===== src/hdl/grt_pkg.sv =====
package grt_pkg;

    // Default build-time sizes
    localparam int MAX_GLYPHS_DEF      = 256;
    localparam int MAX_GLYPH_ROWS_DEF  = 32;
    localparam int MAX_GLYPH_WIDTH_DEF = 16;
    localparam int MARGIN_PIXELS_DEF   = 20;

    // 32-bit framebuffer pixels
    localparam int PIXEL_BYTES = 4;

    // Register field widths
    localparam int CFG_INDEX_W = 3;
    localparam int CFG_DATA_W  = 16;
    localparam int SCREEN_W    = 13;
    localparam int GWIDTH_W    = 5;

    // Register indexes
    localparam logic [CFG_INDEX_W-1:0] REG_LINE_PITCH   = 3'd0;
    localparam logic [CFG_INDEX_W-1:0] REG_SCREEN_WIDTH = 3'd1;
    localparam logic [CFG_INDEX_W-1:0] REG_GLYPH_HEIGHT = 3'd2;
    localparam logic [CFG_INDEX_W-1:0] REG_GLYPH_WIDTH  = 3'd3;
    localparam logic [CFG_INDEX_W-1:0] REG_GLYPH_COUNT  = 3'd4;

    // Register reset values
    localparam int RST_LINE_PITCH   = 4096;
    localparam int RST_SCREEN_WIDTH = 1024;
    localparam int RST_GLYPH_HEIGHT = 16;
    localparam int RST_GLYPH_WIDTH  = 8;
    localparam int RST_GLYPH_COUNT  = 256;

    // Item commands
    localparam logic CMD_LOAD = 1'b0;
    localparam logic CMD_DRAW = 1'b1;

    typedef struct packed {
        logic        command;
        logic [7:0]  char_code;
        logic [4:0]  font_row;
        logic [15:0] row_pattern;
        logic        string_start;
    } item_t;

    typedef struct packed {
        logic [31:0] pixel_address;
        logic [15:0] pixel_bits;
        logic        last_row;
    } result_t;

    typedef enum logic [1:0] {
        ST_IDLE,
        ST_ADDR,
        ST_ROWS
    } grt_state_t;

    // Divider request and status
    typedef struct packed {
        logic                start;
        logic [SCREEN_W-1:0] dividend;
        logic [GWIDTH_W-1:0] divisor;
    } div_ctrl_t;

    typedef struct packed {
        logic                busy;
        logic                done;
        logic [SCREEN_W-1:0] quotient;
    } div_status_t;

endpackage


===== src/hdl/grt_divider.sv =====
module grt_divider (
    input  logic                 clk,
    input  logic                 rst_n,
    input  grt_pkg::div_ctrl_t   ctrl,
    output grt_pkg::div_status_t status
);
    import grt_pkg::*;

    localparam int CNT_W = $clog2(SCREEN_W);

    logic                busy_reg, busy_next;
    logic                done_reg, done_next;
    logic [CNT_W-1:0]    count_reg, count_next;
    logic [GWIDTH_W-1:0] rem_reg, rem_next;
    logic [SCREEN_W-1:0] quo_reg, quo_next;
    logic [GWIDTH_W-1:0] divisor_reg, divisor_next;
    logic [GWIDTH_W:0]   trial;
    logic [GWIDTH_W:0]   diff;
    logic                fits;

    // One quotient bit per cycle, restoring
    always_comb
    begin
        trial = {rem_reg, quo_reg[SCREEN_W-1]};
        diff  = trial - {1'b0, divisor_reg};
        fits  = trial >= {1'b0, divisor_reg};
    end

    always_comb
    begin
        busy_next    = busy_reg;
        done_next    = 1'b0;
        count_next   = count_reg;
        rem_next     = rem_reg;
        quo_next     = quo_reg;
        divisor_next = divisor_reg;
        if (ctrl.start)
        begin
            // restart with fresh operands
            busy_next    = 1'b1;
            count_next   = '0;
            rem_next     = '0;
            quo_next     = ctrl.dividend;
            divisor_next = ctrl.divisor;
        end
        else if (busy_reg)
        begin
            rem_next   = fits ? diff[GWIDTH_W-1:0] : trial[GWIDTH_W-1:0];
            quo_next   = {quo_reg[SCREEN_W-2:0], fits};
            count_next = count_reg + CNT_W'(1);
            if (count_reg == CNT_W'(SCREEN_W - 1))
            begin
                busy_next = 1'b0;
                done_next = 1'b1;
            end
        end
    end

    // Hold control state
    always_ff @(posedge clk or negedge rst_n)
    begin
        if (!rst_n)
        begin
            busy_reg  <= 1'b0;
            done_reg  <= 1'b0;
            count_reg <= '0;
        end
        else
        begin
            busy_reg  <= busy_next;
            done_reg  <= done_next;
            count_reg <= count_next;
        end
    end

    // Hold operands and partial results
    always_ff @(posedge clk)
    begin
        rem_reg     <= rem_next;
        quo_reg     <= quo_next;
        divisor_reg <= divisor_next;
    end

    assign status.busy     = busy_reg;
    assign status.done     = done_reg;
    assign status.quotient = quo_reg;

endmodule


===== config.mk =====
export PLATFORM = sky130hd
export DESIGN_NAME = grt_divider
export DESIGN_NICKNAME = d
export VERILOG_FILES = /design/src/hdl/grt_pkg.sv /design/src/hdl/grt_divider.sv
export SDC_FILE = /design/constraint.sdc
export NUM_CORES = 1
export LEC_CHECK = 0
export ABC_AREA = 1
export BUFFER_PORTS_ARGS = -buffer_cell sky130_fd_sc_hd__clkbuf_2
export CORE_AREA = 2 2 61 63
export DETAILED_ROUTE_END_ITERATION = 12
export DIE_AREA = 0 0 63 65
export PLACE_DENSITY = 0.66
export SLEW_MARGIN = 20
export SYNTH_ARGS = -nofsm -noshare
export SYNTH_HDL_FRONTEND = slang
export SYNTH_SLANG_ARGS = --single-unit

===== constraint.sdc =====
create_clock -name clk -period 1.94 [get_ports clk]
set_input_delay 0.388 -clock clk [delete_from_list [all_inputs] [get_ports clk]]
set_output_delay 0.388 -clock clk [all_outputs]
set_load 0.005 [all_outputs]

==> flow_summary_export.csv <==
group,metric,value,unit
logic_synthesis,ys_seq_area_share,53.9,%
logic_synthesis,syn_nets,190,
pwr,ir_drop,0.000446,V
pwr,p_switching,0.680,mW
logic_synthesis,synthAdderAreaFrac,7.33,%
floorplan,start_util,42.0,%
critical_path,critPathLaunchType,"register",
critical_path,cp_max_fo,8,
critical_path,crit_slowest_cell,"edfxtp_1",
grt,antenna_found_initial,0,
drt,via_per_inst,4.58,
pwr,internal-power,1.20,mW
timing,slew_violations,0,
floorplan,dieArea,4100,um2
drt,drcViolationCount,0,
logic_synthesis,synthSimpleGateAreaFrac,28.1,%
logic_synthesis,netlist_area,1470,um2
grt,grt_pass1_wl,5140,um
logic_synthesis,synth_cell_types,25,
timing,timing.fmax,0.595,GHz
clock_network,htreeDepth,2,
clock_network,cts_sinks,29,
layout,final_nets,230,
floorplan,dieHeight,65,um
drt,ant_nets,0,
critical_path,crit_family,"adder cells",
floorplan,die_w,63,um
timing,fin_skew,8.95,ps
min_path,hold_path_class,"input pin to register",
clock_network,clockBufferDepth,2,
clock_network,clock-root-buffer,"clkbuf_4",
pwr,power_frac_clock,18.8,%
critical_path,r2r_cells,8,
pwr,cellPowerDensity,1070,nW/um2
critical_path,crit_required,2010,ps
timing,tns,0,ps
floorplan,rows,22,
grt,track_usage,17.0,%
critical_path,r2r_end,"quo_reg[0]",
placement,postPlaceCellArea,1690,um2
logic_synthesis,yosys_warnings,0,
floorplan,pin_count,36,
placement,place_congestion,0.790,
logic_synthesis,synth_seq_cells,29,
timing,hold_viol_final,0,
critical_path,end_kind,"register",
timing,worst_slew_pin_slew,305,ps
layout,n_antenna_cell,0,
critical_path,timing.rr.start,"quo_reg[12]",
grt,grt_max_degree,19,
drt,drt_wl_total,2920,um
min_path,hold_end,"divisor_reg[2]",
critical_path,critPathMaxStageDelay,390,ps
timing,finalCriticalPeriod,1680,ps
pwr,leakage,0.904,nW
logic_synthesis,avgSynthCellArea,9.12,um2
pwr,p_seq_share,44.7,%
clock_network,path_clk_slew,90,ps
critical_path,crit_type,"register to register",
placement,dp_hpwl,2160,um
drt,vias,1145,
layout,largest_reg_flops,13,
placement,io_buffer_count,35,
logic_synthesis,synth_xor_area_share,0.597,%
timing,holdWs,229,ps
critical_path,worst-endpoint-arrival,1760,ps
status,status,"finished, final reports clean",
timing,setup_viol,0,
pwr,p_sw_share,36.2,%
critical_path,worstPathCellList,"inv_1 > ha_1 > inv_1 > fa_2 > nand2_1 > nand2_1 > nand3_4 > a31oi_1",
layout,fin_util,50.1,%
min_path,hp-start,"ctrl[2]",
clock_network,post_cts_buffers,0,
pwr,combinationalPowerShare,36.5,%
logic_synthesis,synth_cells,161,
flow_run,cap_violations,0,
clock_network,numCtsBuffers,5,
timing,rsz0062_at_grt,"no",
timing,fin_crit_sh,86.7,%
floorplan,core_area,3500,um2
grt,overflow,0,
grt,grt_pass1_vias,1045,
layout,finalInstanceArea,1750,um2
critical_path,crit_buf_inv,2,
min_path,hold_depth,1,
critical_path,r2r_setup_slack,260,ps
logic_synthesis,synth_compound_area_share,3.15,%
drt,wl_per_cell,11.7,um
drt,firstDrtPassIters,6,
logic_synthesis,synth_top_family_by_area,"simple AND/OR/NAND/NOR gates",
timing,relSlewSlack,79.6,%
layout,drive_above_1_share,26.2,%
clock_network,clock_latency,330,ps
drt,drtIter0Drc,42,
logic_synthesis,synth_mux_area_share,0,%
clock_network,cts_tree,"yes",
layout,area_delta_synth_final,19.3,%
[cells in the final DEF, fill, tap and decap left out, drive strengths merged]
cell	count
a31oi	1
or2	2
dfrtp	6
clkbuf	42
inv	19
ha	7
buf	2
dlygate4sd3	1
o21ai	3
edfxtp	18
a21oi	5
nand3b	1
clkinv	1
nor3	2
nand2	65
fa	1
xnor2	1
nand3	14
dfxtp	5
nor2	6
[worst max path at each step]
stage	startpoint	endpoint	slack (ps)	cells after the start
CTS	quo_reg[12]	quo_reg[0]	180	8
detailed placement	quo_reg[12]	quo_reg[0]	230	8
finish	quo_reg[12]	quo_reg[0]	260	8
global route	quo_reg[12]	rem_reg[2]	60	10
floorplan	quo_reg[12]	quo_reg[0]	290	8
global placement	quo_reg[12]	quo_reg[0]	270	8
[power by group through the flow]
stage / sequential [mW] / clock (mW) / combinational (mW)
3_3_place_gp: 0.853 / 0 / 0.671
6_report: 0.839 / 0.354 / 0.685
4_1_cts: 0.840 / 0.370 / 0.688
2_1_floorplan: 0.832 / 0 / 0.526
5_1_grt: 0.854 / 0.409 / 0.786
3_5_place_dp: 0.852 / 0 / 0.678
[cells by family (layout without fill, tap and decap cells)]
group | Yosys count | in the layout
flops | 29 | 29
buf+inv | 24 | 65
compound gates | 9 | 9
fa+ha+maj | 8 | 8
simple gates | 90 | 90
xor+xnor | 1 | 1
[area by class of cell]
cell class	instances	area (um2)
multi-input cells	108	578
well taps	48	60.1
clock buffers	7	45.0
inverters	19	71.3
clock inverters	1	5.00
repair buffers	38	200
flip-flops and latches	29	791
fillers	357	1750
[Yosys cell counts (all sizes together)]
library cell	number	area, um2
a21oi	5	25.0
a31oi	1	6.26
buf	5	30.0
dfrtp	6	150
dfxtp	5	100
edfxtp	18	541
fa	1	20.0
ha	7	87.6
inv	19	71.3
nand2	65	251
nand3	14	82.6
nand3b	1	7.51
nor2	6	46.3
nor3	2	10.0
o21ai	3	15.0
or2	2	15.0
xnor2	1	8.76
[per-layer routing]
metal | GRT usage, % | up-vias | share of wire [%]
li1 | - | 598 | -
met1 | 21.5 | 503 | 46
met2 | 25.4 | 38 | 45
met3 | 6.42 | 6 | 6.9
met4 | 8.33 | 0 | 2.0
met5 | 0 | - | 0
[repair_timing]
item                                   4_1_cts  5_1_grt
gates resized for setup                      0        1
setup endpoints to repair                    0        2
endpoints found under the hold margin        6        0
hold buffers                                 1        0
[worst register-to-register path: stages (launching register included)]
cell and delay (ps):
edfxtp_1 390, inv_1 90, ha_1 140, inv_1 60
fa_2 360, nand2_1 70, nand2_1 100, nand3_4 130
a31oi_1 90
[metrics by stage]
step	total power, mW	setup slack (ps)	std cells
global route	2.05	57.2	250
floorplan	1.36	290	161
finish	1.88	258	250
detailed placement	1.53	231	241
global placement	1.52	269	241
CTS	1.90	182	250
(Power assumes the default switching activity.)
